File: config.mk
export PLATFORM = sky130hd
export DESIGN_NAME = utps_csr
export DESIGN_NICKNAME = d
export VERILOG_FILES = /design/src/rtl/core/utps_pkg.sv /design/src/rtl/core/utps_csr.sv
export SDC_FILE = /design/constraint.sdc
export NUM_CORES = 1
export LEC_CHECK = 0
export BUFFER_PORTS_ARGS = -buffer_cell sky130_fd_sc_hd__buf_4
export CAP_MARGIN = 5
export CORE_MARGIN = 1.5
export CORE_UTILIZATION = 45
export CTS_CLUSTER_DIAMETER = 30
export DETAILED_ROUTE_END_ITERATION = 8
export MAX_ROUTING_LAYER = met4
export PLACE_DENSITY_LB_ADDON = 0.05
export SETUP_SLACK_MARGIN = 0.5
export SYNTH_ARGS = -nofsm -noshare
export SYNTH_HDL_FRONTEND = slang
export SYNTH_SLANG_ARGS = --single-unit
File: constraint.sdc
create_clock -name clock -period 4.55 [get_ports clock]
set_clock_uncertainty 0.2 [all_clocks]
set_input_delay 0.2275 -clock clock [delete_from_list [all_inputs] [get_ports clock]]
set_output_delay 0.2275 -clock clock [all_outputs]
set_load 0.05 [all_outputs]
File: src/rtl/core/utps_pkg.sv
package utps_pkg;

   localparam int NUM_REGS        = 6;
   localparam int DATA_WIDTH      = 32;
   localparam int ADDR_WIDTH      = $clog2(NUM_REGS * 4);
   localparam int REG_INDEX_WIDTH = ADDR_WIDTH - 2;

   typedef enum logic [REG_INDEX_WIDTH-1:0] {
      REG_A_X,
      REG_A_Y,
      REG_B_X,
      REG_B_Y,
      REG_C_X,
      REG_C_Y
   } reg_index_type;

endpackage

File: src/rtl/core/utps_csr.sv
module utps_csr #(
   parameter int COORD_WIDTH = 16
) (
   input  logic                                 clock,
   input  logic                                 reset,
   input  logic                                 psel,
   input  logic                                 penable,
   input  logic                                 pwrite,
   input  logic [utps_pkg::ADDR_WIDTH-1:0]      paddr,
   input  logic [utps_pkg::DATA_WIDTH-1:0]      pwdata,
   output logic [utps_pkg::DATA_WIDTH-1:0]      prdata,
   output logic                                 pready,
   output logic signed [COORD_WIDTH-1:0]        vertex_a_x,
   output logic signed [COORD_WIDTH-1:0]        vertex_a_y,
   output logic signed [COORD_WIDTH-1:0]        vertex_b_x,
   output logic signed [COORD_WIDTH-1:0]        vertex_b_y,
   output logic signed [COORD_WIDTH-1:0]        vertex_c_x,
   output logic signed [COORD_WIDTH-1:0]        vertex_c_y
);

   logic [COORD_WIDTH-1:0]                   regs_ff [utps_pkg::NUM_REGS];
   logic [utps_pkg::REG_INDEX_WIDTH-1:0]     reg_index;
   logic                                     index_ok;
   logic                                     write_en;

   assign reg_index = paddr[utps_pkg::ADDR_WIDTH-1:2];
   assign index_ok  = reg_index < utps_pkg::REG_INDEX_WIDTH'(utps_pkg::NUM_REGS);
   assign write_en  = psel && penable && pwrite && index_ok;
   assign pready    = 1'b1;

   always_ff @(posedge clock) begin
      if (reset) begin
         for (int i = 0; i < utps_pkg::NUM_REGS; i++) begin
            regs_ff[i] <= '0;
         end
      end else if (write_en) begin
         regs_ff[reg_index] <= pwdata[COORD_WIDTH-1:0];
      end
   end

   always_comb begin
      prdata = '0;
      if (index_ok) begin
         prdata = utps_pkg::DATA_WIDTH'(regs_ff[reg_index]);
      end
   end

   assign vertex_a_x = regs_ff[utps_pkg::REG_A_X];
   assign vertex_a_y = regs_ff[utps_pkg::REG_A_Y];
   assign vertex_b_x = regs_ff[utps_pkg::REG_B_X];
   assign vertex_b_y = regs_ff[utps_pkg::REG_B_Y];
   assign vertex_c_x = regs_ff[utps_pkg::REG_C_X];
   assign vertex_c_y = regs_ff[utps_pkg::REG_C_Y];

endmodule

# Word-level counts from Yosys, hierarchy flattened

Memory sizes are Yosys's and may differ from the RTL's.
Cells that the tools add are included.
W data, S select, Z words.

Flip-flop bits (word level): 0
Memory bits (writable): 96
Word-level logic and storage cells: 15
Memories kept: 1

Memory list:

| name    | depth | width | rd ports | clocked after Yosys merged registers in | wr ports | line           | source |
|---|---|---|---|---|---|---|---|
| regs_ff | 6     | 16    | 7        | 0                                       | 6        | utps_csr.sv:21 | `logic [COORD_WIDTH-1:0] regs_ff [utps_pkg::NUM_REGS];` |

Mux-type cells: 9
Reduce and logical (&&, ||, !) cells: 4
$lt $le $gt $ge: 1

Operator list:

| kind                 | count |
|---|---|
| $mux W16             | 2 |
| $reduce_or A16 Y1    | 1 |
| $mux W1              | 6 |
| $logic_and A1 B1 Y1  | 3 |
| $lt A3 B3 Y1 const B | 1 |
| $mux W3              | 1 |

# Depth between registers and ports, before layout

Word-level depth: 8
Depth in mapped cells: 6
Mapped depth without buffers: 3

# Least setup slack after synthesis

Ideal clock, no wire load.

Path kind: input -> register
Start: input paddr[4] (netlist name)
End: memory regs_ff[1][0], enable pin
Data required time: 3.936 ns
Data arrival time: 2.108 ns
Stages: 5
Buffers on the path: 3
Slack: 1.827 ns
Library setup time: 0.414 ns
Cells stage by stage: buf_4 nand2b_1 buf_2 buf_6 o31ai_1

RTL lines:

| what        | line           | source |
|---|---|---|
| from (decl) | utps_csr.sv:9  | `input logic [utps_pkg::ADDR_WIDTH-1:0] paddr,` |
| to (decl)   | utps_csr.sv:21 |  |

# Worst setup path after layout

Start: input paddr[3] (netlist name)
End: output prdata[4] (netlist name)

Word-level cells in the longest chain between the ends: 2
Elaborated cells on any way between the ends: 3
Those cells by class: order compare: 1; mux: 1; memory: 1

RTL lines:

| what                                           | line           | source |
|---|---|---|
| $mem_v2 Z6 W16 or $lt A3 B3 Y1 (tied branches) | n/a            |  |
| $mux W16 *                                     | utps_csr.sv:43 | `if (index_ok) begin` |
| to (decl)                                      | utps_csr.sv:11 | `output logic [utps_pkg::DATA_WIDTH-1:0] prdata,` |

Every way passes the cells marked *; elsewhere a longest branch is shown, timed or not.

==> implementation parameters <==
Parameter                              Value

Run status
  Result of the run    finished, final reports clean

Worst setup path
  Worst path max stage delay    0.50 ns
  Slowest library cell on the worst path    sky130_fd_sc_hd__buf_4
  Critical path data required time    4.12 ns
  Arrival time at the worst endpoint    2.05 ns
  Kind of critical path    input port to output pin
  Series of cell instances along the critical path    buf_4 > inv_2 > nand2_2 > o221ai_1 > buf_4
  CP Launch Type    input port
  Critical path endpoint category    output pin
  Critical Path Fanout Max    43
  Most Frequent Cell on Critical Path    sky130_fd_sc_hd__buf_4

Drt
  Final ANT Viol Nets    0
  Remaining routing DRC violations    0
  Post-DR vias/cell    ~5.4
  Initial detailed-routing violation count    163
  Wire length per cell after detailed routing    20.0 um
  Detailed-routing iteration count for the pre-antenna-repair pass    4
  Final wirelength    between 10 and 15 mm
  Count of vias placed by the detailed router    around 3400

Placement
  GPL Wtd Cong    0.875
  I/O Buffers    135
  Placed wire-length estimate    8.72 mm

Synth
  Synth Area per Inst    13.5 um^2
  Number of library cell types mapped by synthesis    28
  Post-synth design cell area    4830 um^2
  Flip-flop and latch count after synthesis    96
  Seq/Total Area, Yosys    0.596
  Gate Count Post-Synth    between 300 and 400
  Yosys Warn Count    0

Power and ir drop
  VDD IR-drop max    around 0.18 mV
  Power density of the placed cells    346 nW/um^2
  Pleak    0.00241 uW

Die
  Starting density of the core    0.466
  Std-Cell Core Area    10400 um^2
  Vertical extent of the die    107 um
  Die ar.    11400 um^2
  Placement Rows    37
  Number of top-level pins    between 150 and 200
  Die width    107 um

Timing
  Worst slew margin relative to its limit    0.271
  Final-report setup violation count    0
  Final Hold Fails    0
  Min Clock Period, post-route    2.48 ns
  Total Neg Setup Slack    0 ns
  Slew at the pin closest to its max-slew limit    1.09 ns
  Setup repair after global routing missed its margin    no
  Number of max-slew violations in the final report    0
  Maximum clock frequency    403 MHz
  Worst hold-check slack    about 0.23 ns
  Fin crit share    0.545

Layout
  Ratio of cells with drive above 1 in the final layout    0.391
  Filler Cell Count    914
  Post-layout util    0.589
  Area overhead of the layout relative to synthesis    26.5%
  Commonest cells after routing, fill and taps aside    140 x sky130_fd_sc_hd__buf_4, 96 x sky130_fd_sc_hd__edfxtp_1, 48 x sky130_fd_sc_hd__and2_1
  Number of diodes added for antenna fixing    0
  Number of nets at the end of the flow    533
  Most frequent standard cell in the layout excluding fill and tap cells    sky130_fd_sc_hd__buf_4
  Largest registers    regs_ff x96
  Max FFs per register    96
  Most flop-heavy register    regs_ff

CTS
  Clock slew seen by the registers of the worst setup and hold paths    0.10 ns
  Sink Count    96
  Total number of H-tree levels    3
  Total CTS buffers    9
  TritonCTS clock tree    done
  Maximum count of clock buffers along a single path    2
  Post-CTS setup-driven buffer insertion count    0
  Cell chosen for the clock root    sky130_fd_sc_hd__clkbuf_8

GRT
  Congestion Overflow GR    0
  Number of antenna violations at the first check in global routing    0
  Largest net degree at the start of global routing    52
  Wire length of the first global-routing pass    18.9 mm
  Number of global-route vias before repair    approximately 3400
  Total track usage    0.230

Hold path
  Path category of the worst min-delay check    input port to flip-flop

Flow run
  # Max-Cap Violations    0
==> path summary, 6_finish.rpt <==
check | start | to | slack, ns | cells after the start
min | reset | regs_ff[4][0] | 0.23 | 3
max | paddr[3] | prdata[4] | 2.07 | 5
==> routing by layer <==
layer	part of all wire	vias to the layer above	GRT usage
met5	0	-	-
met4	0.012	0	0.0743
met3	0.066	11	0.0407
met2	0.53	133	0.400
met1	0.39	1696	0.273
li1	-	1576	-
==> power by group <==
group | switching [uW] | internal (uW) | total, uW
Sequential | 29.5 | 1020 | 1050
Clock | 311 | 201 | 513
Combinational | 402 | 146 | 549
==> timing repair <==
| action | 4_1_cts | 5_1_grt |
|---|---|---|
| gates resized for setup | 0 | 0 |
| hold buffers | 16 | 0 |
| endpoints found under the hold margin | 48 | 0 |
| setup endpoints to repair | 0 | 0 |
==> cells by family (layout without fill, tap and decap cells) <==
family                 after synthesis  count (layout)  share of synthesized area
and+or+nand+nor                    124             124                      0.175
DFF                                 96              96                      0.596
buffers and inverters               66             190                     0.0857
muxes                               48              48                      0.104
AOI/OAI and AO/OA                   21              21                     0.0375
other                                2              17                    0.00155
==> metrics by stage <==
stage	area [um^2]	total power [uW]	worst slack (ns)	std cells
floorplan	4890	1460	1.83	372
global placement	5780	1610	1.84	600
detailed placement	5780	1610	1.81	600
CTS	6110	2110	2.02	632
global route	6110	2170	1.94	632
finish	6110	2110	2.07	632
==> cell type report <==
class                   count  area, um^2  share of cell area
flip-flops and latches     96        2880               0.472
multi-input cells         210        1610               0.263
inverters                  18        67.6              0.0111
repair buffers            156        1210               0.198
well taps                 136         170              0.0278
clock inverters             6        42.5             0.00696
clock buffers              10         128              0.0209
==> Yosys cell counts, drive strengths merged <==
master	number	area, um^2
a21oi	1	8.76
a41o	1	10.0
and2	48	300
and3	1	6.26
buf	47	342
clkbuf	1	5.00
conb	2	7.51
edfxtp	96	2880
inv	18	67.6
mux2	16	180
mux2i	32	320
nand2	18	70.1
nand2b	2	12.5
nand3	2	10.0
nand4b	1	23.8
nor2	1	6.26
nor4	50	412
o221ai	16	140
o31ai	3	22.5
or2	1	6.26
==> critical path: cells and delay by family <==
family,cells,cell delay (ns)
buffers and inverters,3,1.14
AND/OR/NAND/NOR,1,0.42
AO/OA/AOI/OAI,1,0.23
Note: power is estimated with default switching activity, not from simulation.
