[config.mk]
export PLATFORM = sky130hd
export DESIGN_NAME = utps_side
export DESIGN_NICKNAME = d
export VERILOG_FILES = /design/src/rtl/core/utps_side.sv
export SDC_FILE = /design/constraint.sdc
export NUM_CORES = 2
export LEC_CHECK = 0
export ABC_AREA = 1
export BUFFER_PORTS_ARGS = -buffer_cell sky130_fd_sc_hd__buf_2
export CORE_MARGIN = 2
export CORE_UTILIZATION = 60
export CTS_CLUSTER_SIZE = 12
export DETAILED_ROUTE_END_ITERATION = 10
export PLACE_DENSITY_LB_ADDON = 0.2
export SETUP_SLACK_MARGIN = 0.3
export SYNTH_ARGS = -nofsm -noshare
export SYNTH_HDL_FRONTEND = slang
export SYNTH_SLANG_ARGS = --single-unit
[constraint.sdc]
create_clock -name clock -period 8.3 [get_ports clock]
set_input_delay 1.245 -clock clock [delete_from_list [all_inputs] [get_ports clock]]
set_output_delay 1.245 -clock clock [all_outputs]
set_load 0.01 [all_outputs]
[src/rtl/core/utps_side.sv]
// Three stages: cross products, side test and mirror select, saturation.
module utps_side #(
   parameter int COORD_WIDTH = 16
) (
   input  logic                            clock,
   input  logic                            reset,
   input  logic                            in_valid,
   output logic                            in_ready,
   input  logic signed [COORD_WIDTH+2:0]   p_x,
   input  logic signed [COORD_WIDTH+2:0]   p_y,
   input  logic signed [COORD_WIDTH-1:0]   a_x,
   input  logic signed [COORD_WIDTH-1:0]   a_y,
   input  logic signed [COORD_WIDTH-1:0]   b_x,
   input  logic signed [COORD_WIDTH-1:0]   b_y,
   input  logic signed [COORD_WIDTH-1:0]   c_x,
   input  logic signed [COORD_WIDTH-1:0]   c_y,
   output logic                            out_valid,
   input  logic                            out_ready,
   output logic signed [COORD_WIDTH-1:0]   point_x,
   output logic signed [COORD_WIDTH-1:0]   point_y,
   output logic                            was_reflected
);

   localparam int CW = COORD_WIDTH;
   localparam int QW = CW + 3;
   localparam int DW = CW + 1;
   localparam int EW = CW + 4;
   localparam int MW = DW + EW;
   localparam int XW = MW + 1;
   localparam int SW = 2 * DW;
   localparam int YW = SW + 1;

   logic valid3_ff, valid4_ff, valid5_ff;
   logic load3, load4, load5;

   logic signed [DW-1:0] edge_x, edge_y, ab_x, ab_y;
   logic signed [EW-1:0] pb_x, pb_y;
   logic signed [MW-1:0] m1_in, m2_in, m1_ff, m2_ff;
   logic signed [SW-1:0] n1_in, n2_in, n1_ff, n2_ff;
   logic signed [QW-1:0] p3_x_ff, p3_y_ff;

   logic signed [XW-1:0] cross_p;
   logic signed [YW-1:0] cross_a;
   logic                 flip_in, flip4_ff;
   logic signed [EW-1:0] mir_x, mir_y;
   logic signed [EW-1:0] sel_x_in, sel_y_in, sel_x_ff, sel_y_ff;

   logic signed [CW-1:0] sat_x_in, sat_y_in, point_x_ff, point_y_ff;
   logic                 reflected_ff;

   assign load5    = !valid5_ff || out_ready;
   assign load4    = !valid4_ff || load5;
   assign load3    = !valid3_ff || load4;
   assign in_ready = load3;

   // cross products of edge BC with P-B and with A-B
   assign edge_x = {c_x[CW-1], c_x} - {b_x[CW-1], b_x};
   assign edge_y = {c_y[CW-1], c_y} - {b_y[CW-1], b_y};
   assign ab_x   = {a_x[CW-1], a_x} - {b_x[CW-1], b_x};
   assign ab_y   = {a_y[CW-1], a_y} - {b_y[CW-1], b_y};
   assign pb_x   = {p_x[QW-1], p_x} - {{4{b_x[CW-1]}}, b_x};
   assign pb_y   = {p_y[QW-1], p_y} - {{4{b_y[CW-1]}}, b_y};

   assign m1_in = edge_x * pb_y;
   assign m2_in = edge_y * pb_x;
   assign n1_in = edge_x * ab_y;
   assign n2_in = edge_y * ab_x;

   assign cross_p = {m1_ff[MW-1], m1_ff} - {m2_ff[MW-1], m2_ff};
   assign cross_a = {n1_ff[SW-1], n1_ff} - {n2_ff[SW-1], n2_ff};
   assign flip_in = (cross_p != '0) && (cross_a != '0)
                 && (cross_p[XW-1] != cross_a[YW-1]);

   assign mir_x = {{4{b_x[CW-1]}}, b_x} + {{4{c_x[CW-1]}}, c_x}
                - {p3_x_ff[QW-1], p3_x_ff};
   assign mir_y = {{4{b_y[CW-1]}}, b_y} + {{4{c_y[CW-1]}}, c_y}
                - {p3_y_ff[QW-1], p3_y_ff};

   assign sel_x_in = flip_in ? mir_x : {p3_x_ff[QW-1], p3_x_ff};
   assign sel_y_in = flip_in ? mir_y : {p3_y_ff[QW-1], p3_y_ff};

   // clamp: in range when all bits from the sign of the result upward agree
   always_comb begin
      sat_x_in = sel_x_ff[CW-1:0];
      if (!(&sel_x_ff[EW-1:CW-1]) && (|sel_x_ff[EW-1:CW-1])) begin
         sat_x_in = sel_x_ff[EW-1] ? {1'b1, {(CW-1){1'b0}}} : {1'b0, {(CW-1){1'b1}}};
      end
      sat_y_in = sel_y_ff[CW-1:0];
      if (!(&sel_y_ff[EW-1:CW-1]) && (|sel_y_ff[EW-1:CW-1])) begin
         sat_y_in = sel_y_ff[EW-1] ? {1'b1, {(CW-1){1'b0}}} : {1'b0, {(CW-1){1'b1}}};
      end
   end

   always_ff @(posedge clock) begin
      if (reset) begin
         valid3_ff <= 1'b0;
         valid4_ff <= 1'b0;
         valid5_ff <= 1'b0;
      end else begin
         if (load3) valid3_ff <= in_valid;
         if (load4) valid4_ff <= valid3_ff;
         if (load5) valid5_ff <= valid4_ff;
      end
   end

   always_ff @(posedge clock) begin
      if (load3) begin
         m1_ff   <= m1_in;
         m2_ff   <= m2_in;
         n1_ff   <= n1_in;
         n2_ff   <= n2_in;
         p3_x_ff <= p_x;
         p3_y_ff <= p_y;
      end
      if (load4) begin
         sel_x_ff <= sel_x_in;
         sel_y_ff <= sel_y_in;
         flip4_ff <= flip_in;
      end
      if (load5) begin
         point_x_ff   <= sat_x_in;
         point_y_ff   <= sat_y_in;
         reflected_ff <= flip4_ff;
      end
   end

   assign out_valid     = valid5_ff;
   assign point_x       = point_x_ff;
   assign point_y       = point_y_ff;
   assign was_reflected = reflected_ff;

endmodule

[Word-level counts from Yosys, hierarchy flattened]
Index checks and enable logic that the tools add are counted.
Widths: inputs -> output; s select.
Storage, ports and cells
  output and inout bits: 35
  logic and storage cells: 56
  register bits after elaboration: 257
  memory bits (read-only): 0
  bits of input ports: 138
  memories kept: 0
  RAM bits: 0
  bits in latches: 0
Operators by class
  multiply operators: 4
  multiplexer cells: 6
  add/sub/neg operators: 12
  $lt $le $gt $ge: 0
  shift operators: 0
  reductions and logical operators: 18
  bitwise operators: 0
  eq/ne operators: 1
  divide/modulo/power cells: 0
Operator list (number)
  $mul 17x20->37: 2
  $mul 17x17->34: 2
  $sub 16x16->17: 4
  $mux 16: 4
  $mux 20: 2
  $sub 17x19->20: 2
  $sub 19x16->20: 2
  $reduce_bool 38->1: 1
  $sub 37x37->38: 1
  $reduce_bool 35->1: 1
  $sub 34x34->35: 1
  $add 16x16->17: 2
  $reduce_and 5->1: 2
  $reduce_or 5->1: 2
  $logic_not 1->1: 5
  $logic_and 1x1->1: 4
  $logic_or 1x1->1: 3
  $ne 1x1->1: 1

[Longest topological paths before layout]
  depth in word-level cells: 5
  mapped depth: 40
  mapped depth without buffers: 40

[Worst setup path after synthesis]
OpenSTA, ideal clock, no wires.
  path type: input to register
  from: input port c_x[0]
  to: register m1_ff[28] (data pin)
  data required time: 8.035 ns
  stages on the path: 36
  path buffers: 1
  setup slack: 0.014 ns
  library setup time: 0.265 ns
  arrival time: 8.021 ns
  path through: inv_1 -> ha_1 -> fa_1 -> o21ai_0 -> nand2_1 -> nand2_1 -> inv_1 -> o21a_1 -> inv_1 -> or2_2 -> nand2_1 -> inv_1 -> clkbuf_1 -> nand2_1 -> fa_1 -> inv_1 -> fa_1 -> inv_1 -> fa_1 -> inv_1 -> fa_1 -> fa_1 -> inv_1 -> fa_1 -> inv_1 -> ha_1 -> a21oi_1 -> inv_1 -> a31oi_1 -> a21boi_0 -> inv_1 -> nand2_1 -> nand2_1 -> a21boi_0 -> o21ai_0 -> xor2_1
On the way
  word-level cells in the longest chain between the ends: 2
Ends and longest elaborated chain
  from (decl): line 15  | input logic signed [COORD_WIDTH-1:0] c_x,
  $sub 16x16->17: line 57  | assign edge_x = {c_x[CW-1], c_x} - {b_x[CW-1], b_x};
  $mul 17x20->37: line 64  | assign m1_in = edge_x * pb_y;
  via m1_in[28]: line 38  | logic signed [MW-1:0] m1_in, m2_in, m1_ff, m2_ff;
  to (signal assigned): line 108  | m1_ff <= m1_in;
  to (decl): line 38
The timed path passes the listed nets, and every way through them passes these cells.
A chain may end at the register's enable or synchronous reset.

[Final worst setup path]
  from: input port b_x[3]
  to: register m2_ff[35] (data pin)
On the way
  word-level cells in the longest chain between the ends: 2
Ends and longest elaborated chain
  from (decl): line 13  | input logic signed [COORD_WIDTH-1:0] b_x,
  $sub 19x16->20: line 61  | assign pb_x = {p_x[QW-1], p_x} - {{4{b_x[CW-1]}}, b_x};
  $mul 17x20->37: line 65  | assign m2_in = edge_y * pb_x;
  via m2_in[35]: line 38
  to (signal assigned): line 109  | m2_ff <= m2_in;
  to (decl): line 38
The timed path passes the listed nets, and every way through them passes these cells.

==> metrics.cfg <==
[timing]
finalClockSkew_ns=0.0130
fin_tns_setup_ns=0
hold_violations=0
setup_viol=0
fmax_mhz=126
worst_pin_slew_ns=1.34
holdWs_ns=0.425
timing.final.crit_share_pct=95.3
fin_crit_ns=7.91
maxSlewHeadroom_pct=9.71
drv_slew=0
rsz0062_at_grt=yes

[critical_path]
critPathMaxFanout=5
arrival_ns=8.30
reg2reg_to=sel_y_ff[5]$_DFFE_PP_
r2r.worst_path.cells=20
crit_required_ns=8.69
crit_type=input pin to flop
critPathSlowestCell=fa_1
critical_path.max_stage_delay_ns=0.56
r2r_setup_slack_ns=3.16
r2r-start=n1_ff[7]$_DFFE_PP_
startpoint_type=input pin
cp-end-kind=flop

[hold_path]
min_path_cells=0
hold_path.class=flop to flop
worstHoldStart=flip4_ff$_DFFE_PP_
min_to=was_reflected$_DFFE_PP_

[global_routing]
overflow=0
grt_pass1_wl_um=354000
track_usage_pct=40.2
antenna_found_initial=14
grt_pass1_vias=62700
grt_max_degree=71

[logic_synthesis]
synth_edf_count=254
synth_cells=8455
synth_nets=10500
syn_area_um2=68300
ys_types=59
yosysTopAreaCellShare_pct=38.6
ys_warn_count=0
synthArstFlopShare_pct=0
synth-main-ff-cell=edfxtp_1
yosysSeqAreaShare_pct=11.3
synth_common_cells=2174 x inv_1, 1727 x nand2_1, 1318 x fa_1
synth_area_leader_cell=fa_1
syn_area_per_cell_um2=8.08
yosysMostFrequentCell=inv_1
ys_seq_elements=257
synth_area_leaders=fa_1 39%, inv_1 12%, edfxtp_1 11%

[clock_network]
cts_root_buffer=clkbuf_16
clkSinkCount=257
clkTransAtPathRegs_ns=0.06
ctsHtreeMaxLevel=1
cts_tree=yes
cts_buffer_depth=3
numCtsBuffers=31
ctsHoldBuffers=0
clk_latency_ns=0.65

[floorplan]
io_pins=173
dieArea_um2=117000
core_area_um2=113000
die_h_um=341
initial_core_util_pct=60.6
num_rows=123
die_w_um=341

[placed_design]
gp_congestion=1.07
dp_hpwl_um=198000
place_area_um2=79400
io_buffer_count=172

[detailed_routing]
first_pass_iters=6
drt-initial-drc-count=5198
via_count=60600
viasPerCell=5.43
ant_nets=0
drt_wl_total_um=231000
wl_per_cell_um=20.7
drc=0

[status]
status=finished, final reports clean

[finish]
postLayoutCoreUtil_pct=73.7
fill_cells=8712
final_nets=11600
drive_above_1_share_pct=18.9
synthToLayoutAreaGrowth_pct=21.6
final_cell_area_um2=83000

[job]
cap_violations=0

-- per-stage QoR --
| stage | setup WS, ns | cells |
|---|---|---|
| 2_1_floorplan | 0.264 | 8455 |
| 3_3_place_gp | -0.383 | 11000 |
| 3_5_place_dp | -0.541 | 11000 |
| 4_1_cts | 0.300 | 11100 |
| 5_1_grt | 0.138 | 11100 |
| 6_report | 0.391 | 11200 |
-- layer usage --
layer	vias up	wire (um)	global-route usage [%]
met5	-	94	0
met4	14	15400	22.0
met3	664	25000	9.98
met2	2913	103000	62.1
met1	29500	87100	52.2
li1	27500	-	-
-- cell usage in the layout, fill, tap and decap left out, types with 11 or more instances in the layout --
cell type,n
ha_4,45
diode_2,13
clkinv_1,27
buf_2,170
a21oi_1,260
nor2_1,818
xnor2_1,94
fa_2,25
nor2_2,35
nand4_1,87
ha_1,510
buf_12,83
o21a_1,16
buf_4,1035
clkinvlp_4,12
nand3_1,155
fa_1,1293
a31oi_1,22
or2_2,35
inv_2,52
nor3_1,37
nand2_2,58
nand2_1,1675
nand3_2,15
xor2_2,11
o21bai_1,25
edfxtp_1,254
xor2_1,163
nor3_2,12
a21boi_2,11
o31ai_1,11
o21ai_0,114
a21oi_2,50
clkbuf_16,33
buf_6,18
o21ai_1,32
o21ai_2,23
inv_1,2138
a21o_1,19
-- worst max-delay path, delay by kind of cell --
family / cells / cell delay [ns]
fa+ha+maj: 8 / 3.64
compound gates: 9 / 1.53
simple gates: 6 / 1.03
buf+inv: 9 / 0.78
xor+xnor: 1 / 0.07
-- registers in the layout, indices dropped and copies added (netlist names) --
register and flops:
valid3_ff 1, point_y 16, p3_x_ff 19, n2_ff 34, m1_ff 37, n1_ff 34
flip4_ff 1, m2_ff 37, valid4_ff 1, out_valid 1, was_reflected 1, p3_y_ff 19
point_x 16, sel_y_ff 20, sel_x_ff 20
-- how the worst max path moves through the flow --
| stage | startpoint | end | slack, ns |
|---|---|---|---|
| 6_report | b_x[3] | m2_ff[35]$_DFFE_PP_ | 0.39 |
| 5_1_grt | b_x[3] | m2_ff[35]$_DFFE_PP_ | 0.14 |
| 4_1_cts | b_x[0] | n1_ff[30]$_DFFE_PP_ | 0.30 |
| 3_5_place_dp | b_x[1] | m1_ff[35]$_DFFE_PP_ | -0.54 |
| 3_3_place_gp | b_y[2] | n2_ff[27]$_DFFE_PP_ | -0.38 |
| 2_1_floorplan | b_y[2] | m2_ff[35]$_DFFE_PP_ | 0.26 |
-- area by class of cell --
cell class,count,area (um^2),share of cell area (%)
antenna,13,32.5,0.0392
clock buffer,37,798,0.961
clock inverter,20,216,0.261
inverter,2231,8440,10.2
multi-input combinational,5788,53400,64.3
sequential,257,7690,9.26
tap,1500,1880,2.26
timing repair buffer,1310,10600,12.7
-- cells by family after synthesis --
family,count (synthesis),synth area share [%]
AO/OA/AOI/OAI,647,5.32
XOR/XNOR,276,3.57
adder cells (fa/ha/maj),1883,49.0
buffers and inverters,2410,13.3
flip-flops,257,11.3
AND/OR/NAND/NOR,2982,17.5
-- repair_timing --
| action | 4_1_cts | 5_1_grt |
|---|---|---|
| resized for setup | 38 | 435 |
| gates cloned | 0 | 2 |
| buffers inserted | 4 | 44 |
| pin swaps | 2 | 97 |
| endpoints found under the setup margin | 30 | 68 |
Power is left out: the tool's default activity adds up to more than one toggle a clock period on the data nets, which glitch-free logic cannot reach.
