<file path="config.mk">
export PLATFORM = sky130hd
export DESIGN_NAME = utps_blend
export DESIGN_NICKNAME = d
export VERILOG_FILES = /design/src/rtl/core/utps_blend.sv
export SDC_FILE = /design/constraint.sdc
export NUM_CORES = 2
export LEC_CHECK = 0
export BUFFER_PORTS_ARGS = -buffer_cell sky130_fd_sc_hd__buf_2
export CORE_ASPECT_RATIO = 1.25
export CORE_MARGIN = 8
export CORE_UTILIZATION = 43
export DETAILED_ROUTE_END_ITERATION = 6
export MAX_ROUTING_LAYER = met4
export PLACE_DENSITY = 0.6
export SLEW_MARGIN = 30
export SYNTH_ARGS = -nofsm -noshare
export SYNTH_HDL_FRONTEND = slang
export SYNTH_SLANG_ARGS = --single-unit
</file>
<file path="constraint.sdc">
create_clock -name clock -period 21.4 [get_ports clock]
set_input_delay 4.28 -clock clock [delete_from_list [all_inputs] [get_ports clock]]
set_output_delay 4.28 -clock clock [all_outputs]
set_load 0.02 [all_outputs]
</file>
<file path="src/rtl/core/utps_blend.sv">
// Two stages: edge-times-fraction products, then sum with A and round half up.
module utps_blend #(
   parameter int COORD_WIDTH    = 16,
   parameter int FRACTION_WIDTH = 16
) (
   input  logic                            clock,
   input  logic                            reset,
   input  logic                            in_valid,
   output logic                            in_ready,
   input  logic [FRACTION_WIDTH-1:0]       weight_c,
   input  logic [FRACTION_WIDTH-1:0]       weight_b,
   input  logic signed [COORD_WIDTH-1:0]   a_x,
   input  logic signed [COORD_WIDTH-1:0]   a_y,
   input  logic signed [COORD_WIDTH-1:0]   b_x,
   input  logic signed [COORD_WIDTH-1:0]   b_y,
   input  logic signed [COORD_WIDTH-1:0]   c_x,
   input  logic signed [COORD_WIDTH-1:0]   c_y,
   output logic                            out_valid,
   input  logic                            out_ready,
   output logic signed [COORD_WIDTH+2:0]   p_x,
   output logic signed [COORD_WIDTH+2:0]   p_y
);

   localparam int DW = COORD_WIDTH + 1;
   localparam int PW = COORD_WIDTH + FRACTION_WIDTH + 2;
   localparam int NW = COORD_WIDTH + FRACTION_WIDTH + 3;
   localparam logic [NW-1:0] HALF = NW'(1) << (FRACTION_WIDTH - 1);

   logic                  valid1_ff, valid2_ff;
   logic                  load1, load2;
   logic signed [DW-1:0]  diff_cx, diff_cy, diff_bx, diff_by;
   logic signed [PW-1:0]  prod_cx_in, prod_cy_in, prod_bx_in, prod_by_in;
   logic signed [PW-1:0]  prod_cx_ff, prod_cy_ff, prod_bx_ff, prod_by_ff;
   logic signed [NW-1:0]  sum_x, sum_y;
   logic signed [COORD_WIDTH+2:0] p_x_in, p_y_in, p_x_ff, p_y_ff;

   assign load2    = !valid2_ff || out_ready;
   assign load1    = !valid1_ff || load2;
   assign in_ready = load1;

   assign diff_cx = {c_x[COORD_WIDTH-1], c_x} - {a_x[COORD_WIDTH-1], a_x};
   assign diff_cy = {c_y[COORD_WIDTH-1], c_y} - {a_y[COORD_WIDTH-1], a_y};
   assign diff_bx = {b_x[COORD_WIDTH-1], b_x} - {a_x[COORD_WIDTH-1], a_x};
   assign diff_by = {b_y[COORD_WIDTH-1], b_y} - {a_y[COORD_WIDTH-1], a_y};

   assign prod_cx_in = diff_cx * $signed({1'b0, weight_c});
   assign prod_cy_in = diff_cy * $signed({1'b0, weight_c});
   assign prod_bx_in = diff_bx * $signed({1'b0, weight_b});
   assign prod_by_in = diff_by * $signed({1'b0, weight_b});

   // A scaled onto the fraction grid plus both edge terms plus half an LSB
   assign sum_x = {{3{a_x[COORD_WIDTH-1]}}, a_x, {FRACTION_WIDTH{1'b0}}}
                + {prod_cx_ff[PW-1], prod_cx_ff} + {prod_bx_ff[PW-1], prod_bx_ff}
                + $signed(HALF);
   assign sum_y = {{3{a_y[COORD_WIDTH-1]}}, a_y, {FRACTION_WIDTH{1'b0}}}
                + {prod_cy_ff[PW-1], prod_cy_ff} + {prod_by_ff[PW-1], prod_by_ff}
                + $signed(HALF);

   assign p_x_in = sum_x[NW-1:FRACTION_WIDTH];
   assign p_y_in = sum_y[NW-1:FRACTION_WIDTH];

   always_ff @(posedge clock) begin
      if (reset) begin
         valid1_ff <= 1'b0;
         valid2_ff <= 1'b0;
      end else begin
         if (load1) valid1_ff <= in_valid;
         if (load2) valid2_ff <= valid1_ff;
      end
   end

   always_ff @(posedge clock) begin
      if (load1) begin
         prod_cx_ff <= prod_cx_in;
         prod_cy_ff <= prod_cy_in;
         prod_bx_ff <= prod_bx_in;
         prod_by_ff <= prod_by_in;
      end
      if (load2) begin
         p_x_ff <= p_x_in;
         p_y_ff <= p_y_in;
      end
   end

   assign out_valid = valid2_ff;
   assign p_x       = p_x_ff;
   assign p_y       = p_y_ff;

endmodule

</file>
## Yosys cells after proc, flatten, opt, wreduce, memory -nomap -nowiden

Index checks and enable logic that the tools add are counted.

- Add/sub/neg operators: 10
- $mul: 4
- Reduce and logical (&&, ||, !) cells: 4

Operators with widths:

| kind | number |
|---|---|
| $mul A17 B17 Y34 | 4 |
| $add A32 B34 Y35 | 2 |
| $add A35 B16 Y35 const B | 2 |
| $add A35 B35 Y35 | 2 |
| $sub A16 B16 Y17 | 4 |
| $logic_not A1 Y1 | 2 |
| $logic_or A1 B1 Y1 | 2 |

- Bits in registers: 176
- Bits of input ports: 132
- Output and inout port bits: 40
- Word-level logic and storage cells: 26

## Depth between registers and ports, before layout

- Word-level depth: 3
- Gate-level depth with buffers: 35
- Mapped depth without buffers: 34

## Worst setup path after synthesis

OpenSTA, ideal clock, no wires.

- Path type: input port to flip-flop
- From: input c_y[0]
- To: register prod_cy_ff[33], data pin
- Library setup time: 0.190 ns
- Arrival: 12.064 ns
- Data required time: 21.210 ns
- Slack: 9.146 ns
- Stages on the path: 32
- Buffers on the path: 1
- Cell sequence: inv_1 -> ha_1 -> fa_1 -> nor2b_1 -> o21ai_0 -> a21boi_1 -> o21ai_1 -> a211oi_1 -> nor3_1 -> o41ai_1 -> xor2_1 -> buf_2 -> nand2_1 -> fa_1 -> fa_1 -> fa_1 -> inv_1 -> fa_1 -> fa_1 -> inv_1 -> fa_1 -> inv_1 -> ha_1 -> a21o_1 -> a221o_1 -> a31oi_2 -> o22ai_2 -> o41ai_4 -> a211oi_2 -> o41ai_2 -> mux2i_1 -> a2111oi_2

- Cells in the longest elaborated chain, start to end: 2

Ends and longest elaborated chain:

| item | line | text |
|---|---|---|
| from (decl) | 17 | `input logic signed [COORD_WIDTH-1:0] c_y,` |
| $sub A16 B16 Y17 | 42 | `assign diff_cy = {c_y[COORD_WIDTH-1], c_y} - {a_y[COORD_WIDTH-1], a_y};` |
| $mul A17 B17 Y34 | 47 | `assign prod_cy_in = diff_cy * $signed({1'b0, weight_c});` |
| named net prod_cy_in[33] | 32 | `logic signed [PW-1:0] prod_cx_in, prod_cy_in, prod_bx_in, prod_by_in;` |
| to (signal assigned) | 75 | `prod_cy_ff <= prod_cy_in;` |
| to (decl) | 33 | `logic signed [PW-1:0] prod_cx_ff, prod_cy_ff, prod_bx_ff, prod_by_ff;` |

The timed path passes the listed nets, and every way through them passes these cells.
A chain may end at the register's enable or synchronous reset.

## Worst setup path in the final report

Same ends and word-level chain as after synthesis.

==> results by group <==
Routing
  • Vias/cell: 5.26
  • Via count of the routed design: 41607
  • First-pass iteration count of the detailed router: 6
  • Starting DRC count in detailed routing: 2351
  • Number of DRC violations after detailed routing: 0
  • WL/cell: between 15 and 20 um
  • Final wirelength: 155 mm
  • Antenna-violating nets left: 0

Min path
  • Worst hold path startpoint: valid1_ff$_SDFFE_PP0P_
  • Number of instances on the worst hold path: 2
  • Hold crit path type: flip-flop to flip-flop
  • Min-Delay Endpoint: out_valid$_SDFFE_PP0P_

Critical path
  • Setup Crit Path Kind: input pin to flip-flop
  • Worst reg2reg path startpoint: prod_cy_ff[17]$_DFFE_PP_
  • CP arrival: approximately 13000 ps
  • Crit start category: input pin
  • Cell type of the slowest stage on the worst timing path: sky130_fd_sc_hd__fa_1
  • Combined buffer and inverter count along the critical path: 7
  • Kind of cell with the highest combined delay on the critical path: adder cells
  • Critical Path Sink Type: flip-flop
  • Length in cells of the worst reg-to-reg path: 10
  • Setup slack of the most critical reg-to-reg path: 17980 ps
  • Peak per-stage delay on the critical path: between 500 and 600 ps
  • Most Frequent Cell on Critical Path: sky130_fd_sc_hd__fa_1
  • Worst reg2reg endpoint: p_y[18]$_DFFE_PP_
  • Largest fanout on the critical path: 20
  • Required time at the worst-slack endpoint: approximately 22000 ps

GRT
  • Vias in the first global route: 44979
  • GRT Overall Usage: 22.7%
  • Initial antenna violation count: 10
  • Total congestion overflow after global routing: 0
  • M2 GR Usage: between 40% and 50%
  • Met3 track utilization from global routing: under 10%
  • Wire length of the first global-routing pass: 249 mm
  • Met1 layer usage reported by global route: around 28%
  • Layer carrying the most global-route usage: met2
  • Pin count of the biggest net entering global routing: 83

Logic synthesis
  • Fraction of synthesis flops using an asynchronous set or reset pin: 0%
  • Area of the mapped netlist: between 0.05 and 0.06 mm2
  • Synthesized netlist net count: between 7000 and 8000
  • Gate count of the mapped netlist: a little over 6000
  • Biggest area consumer among synthesized cells: sky130_fd_sc_hd__fa_1
  • Portion of synthesized cell area occupied by the leading cell type: 40.4%
  • Post-synthesis average cell area: 9.09 um2
  • Post-synth EDFFs: 174
  • Most used DFF post-synth: sky130_fd_sc_hd__edfxtp_1
  • Fraction of the yosys area taken by sequential cells: 9.40%
  • Library cells used by synthesis: 79
  • Count of synthesis-stage warnings from yosys: 0
  • Top post-synthesis cells by area: sky130_fd_sc_hd__fa_1, sky130_fd_sc_hd__ha_1, sky130_fd_sc_hd__inv_1
  • Flip-flop and latch count after synthesis: 176

Place
  • Global placer's final weighted congestion: 0.900
  • Final HPWL DP: 121 mm
  • Post-place instance area: 0.0588 mm2
  • IO buf count: 171

CTS
  • Quantity of hold-fixing buffers added after cts: 0
  • Clock root buffer master: sky130_fd_sc_hd__clkbuf_16
  • Clock tree from TritonCTS: yes
  • Clock input transition at the sequential cells of the worst setup and hold paths: approximately 80 ps
  • # H-tree levels: 4
  • Clock buffer count from CTS: 17
  • Post-CTS Setup Bufs: 0
  • Clock tree buffer depth: 2
  • Insertion delay of the later-clocked pin in the worst-skew pair: 470 ps
  • Quantity of gates resized following cts: 0
  • Number of sinks driven by the clock tree: roughly 180

Timing
  • Time the worst path needs with I/O delays and setup: 12940 ps
  • Total of endpoints with negative setup slack in the final report: 0
  • Peak Freq: around 0.077 GHz
  • Max-slew violations: 0
  • Final Hold Vio Count: 0
  • Ratio of final minimum period to clock period: 60.5%
  • Actual transition at the worst max-transition pin: 1020 ps
  • Sum Neg Setup Slack: 0 ps
  • Worst Clk Skew: 20.1 ps
  • Max_slew headroom: 32.1%
  • Setup repair after global routing missed its margin: no

Die
  • Full die area: 0.142 mm2
  • Num ports: 172
  • Floorplan row count: 148
  • Initial cell density of the core: between 40% and 50%
  • Horiz. Die Dim: 339 um
  • Overall die height: about 420 um
  • Area of the placeable core: 0.130 mm2

Cells and area
  • Final #Nets: roughly 7900
  • Fill cell total of the finished layout: ~13000
  • Area of combinational cells with multiple inputs: 0.0444 mm2
  • Layout cell share with drive strength beyond 1: 5.55%
  • Post-route cell area: 0.0595 mm2
  • Post-synthesis to final-layout area growth: 6.13%
  • Area taken by flip-flops and latches: 0.00527 mm2

Status
  • Status: finished clean

Flow run
  • Max capacitance violation total: 0
-- through the flow --
| stage | utilization (%) | hold slack [ps] | std cells | setup slack [ps] |
|---|---|---|---|---|
| final | 45.8 | 535 | 7916 | 8460 |
| after global routing | 45.8 | 590 | 7913 | 8010 |
| after CTS | 45.8 | 540 | 7910 | 8450 |
| after detailed placement | 45.3 | 526 | 7878 | 7960 |
| after global placement | 45.3 | 520 | 7878 | 7980 |
| after floorplan | - | 463 | 6167 | 9150 |
-- tightest hold or removal path, cell delays in order (launching register included) --
cell and delay (ps):
sky130_fd_sc_hd__dfxtp_1 350, sky130_fd_sc_hd__nor2_1 110, sky130_fd_sc_hd__nor2_1 40
-- cells in the final DEF, fill, tap and decap left out, types with 25 or more instances in the layout --
| master | instances |
|---|---|
| sky130_fd_sc_hd__and2_1 | 421 |
| sky130_fd_sc_hd__buf_2 | 171 |
| sky130_fd_sc_hd__xor2_1 | 48 |
| sky130_fd_sc_hd__nand2_1 | 622 |
| sky130_fd_sc_hd__o21a_1 | 25 |
| sky130_fd_sc_hd__nand3_1 | 118 |
| sky130_fd_sc_hd__nor3_1 | 60 |
| sky130_fd_sc_hd__xnor2_1 | 164 |
| sky130_fd_sc_hd__a21o_1 | 67 |
| sky130_fd_sc_hd__nor2b_1 | 112 |
| sky130_fd_sc_hd__o211ai_1 | 25 |
| sky130_fd_sc_hd__buf_4 | 83 |
| sky130_fd_sc_hd__and3_1 | 44 |
| sky130_fd_sc_hd__a21oi_1 | 159 |
| sky130_fd_sc_hd__a31oi_1 | 26 |
| sky130_fd_sc_hd__nand2b_1 | 48 |
| sky130_fd_sc_hd__or3_1 | 29 |
| sky130_fd_sc_hd__inv_1 | 1483 |
| sky130_fd_sc_hd__a311oi_1 | 29 |
| sky130_fd_sc_hd__fa_1 | 1132 |
| sky130_fd_sc_hd__o21ai_0 | 102 |
| sky130_fd_sc_hd__ha_1 | 506 |
| sky130_fd_sc_hd__nor2_1 | 149 |
| sky130_fd_sc_hd__edfxtp_1 | 174 |
-- cell families (layout without fill, tap and decap cells) --
| group | Yosys count | in the layout | synth area share, % |
|---|---|---|---|
| muxes | 2 | 2 | 0.0357 |
| other | 0 | 6 | 0 |
| DFF | 176 | 176 | 9.40 |
| AOI/OAI and AO/OA | 635 | 635 | 7.70 |
| buffers and inverters | 1754 | 1772 | 11.8 |
| adders and majority gates | 1658 | 1658 | 52.1 |
| xor gates and xnor gates | 225 | 225 | 3.52 |
| and+or+nand+nor | 1717 | 1717 | 15.5 |
-- worst max path at each step --
| stage | startpoint | to | slack (ps) | cells after the start |
|---|---|---|---|---|
| 2_1_floorplan | c_y[0] | prod_cy_ff[33]$_DFFE_PP_ | 9150 | 32 |
| 3_5_place_dp | c_y[0] | prod_cy_ff[33]$_DFFE_PP_ | 7960 | 34 |
| 4_1_cts | c_y[0] | prod_cy_ff[33]$_DFFE_PP_ | 8450 | 34 |
| 3_3_place_gp | c_y[0] | prod_cy_ff[33]$_DFFE_PP_ | 7980 | 34 |
| 6_report | c_y[0] | prod_cy_ff[33]$_DFFE_PP_ | 8460 | 34 |
| 5_1_grt | b_y[0] | prod_by_ff[33]$_DFFE_PP_ | 8010 | 34 |
-- metal layers --
layer	vias up	wire length, um	share of wire (%)
met2	1000	79900	52
met3	222	5810	3.7
met5	-	0	0
met4	0	5090	3.3
met1	21418	64200	41
li1	18967	-	-
-- final cells by class --
| class | instances | area share, % |
|---|---|---|
| multi-input combinational | 4237 | 74.6 |
| inverter | 1485 | 9.38 |
| sequential | 176 | 8.85 |
| tap | 1725 | 3.63 |
| timing repair buffer | 255 | 2.51 |
| clock buffer | 18 | 0.739 |
| clock inverter | 14 | 0.286 |
| antenna | 6 | 0.0252 |
-- synth_stat cells (all sizes together), types with 48 or more instances --
| cell | number |
|---|---|
| nor3 | 63 |
| xor2 | 52 |
| nand2 | 623 |
| nand2b | 48 |
| inv | 1484 |
| and2 | 421 |
| edfxtp | 174 |
| ha | 507 |
| nand3 | 118 |
| a21o | 67 |
| o21ai | 122 |
| xnor2 | 173 |
| clkbuf | 258 |
| a21oi | 159 |
| fa | 1132 |
| nor2 | 155 |
| nor2b | 112 |
-- state kept, by name, summed over array words and instances (netlist names) --
register / count
prod_bx_ff: 34
prod_by_ff: 34
prod_cx_ff: 34
prod_cy_ff: 34
p_x: 19
p_y: 19
out_valid: 1
valid1_ff: 1
Power is not shown: default switching activity piles up to over one toggle a cycle in this logic, so the estimate is an artifact.
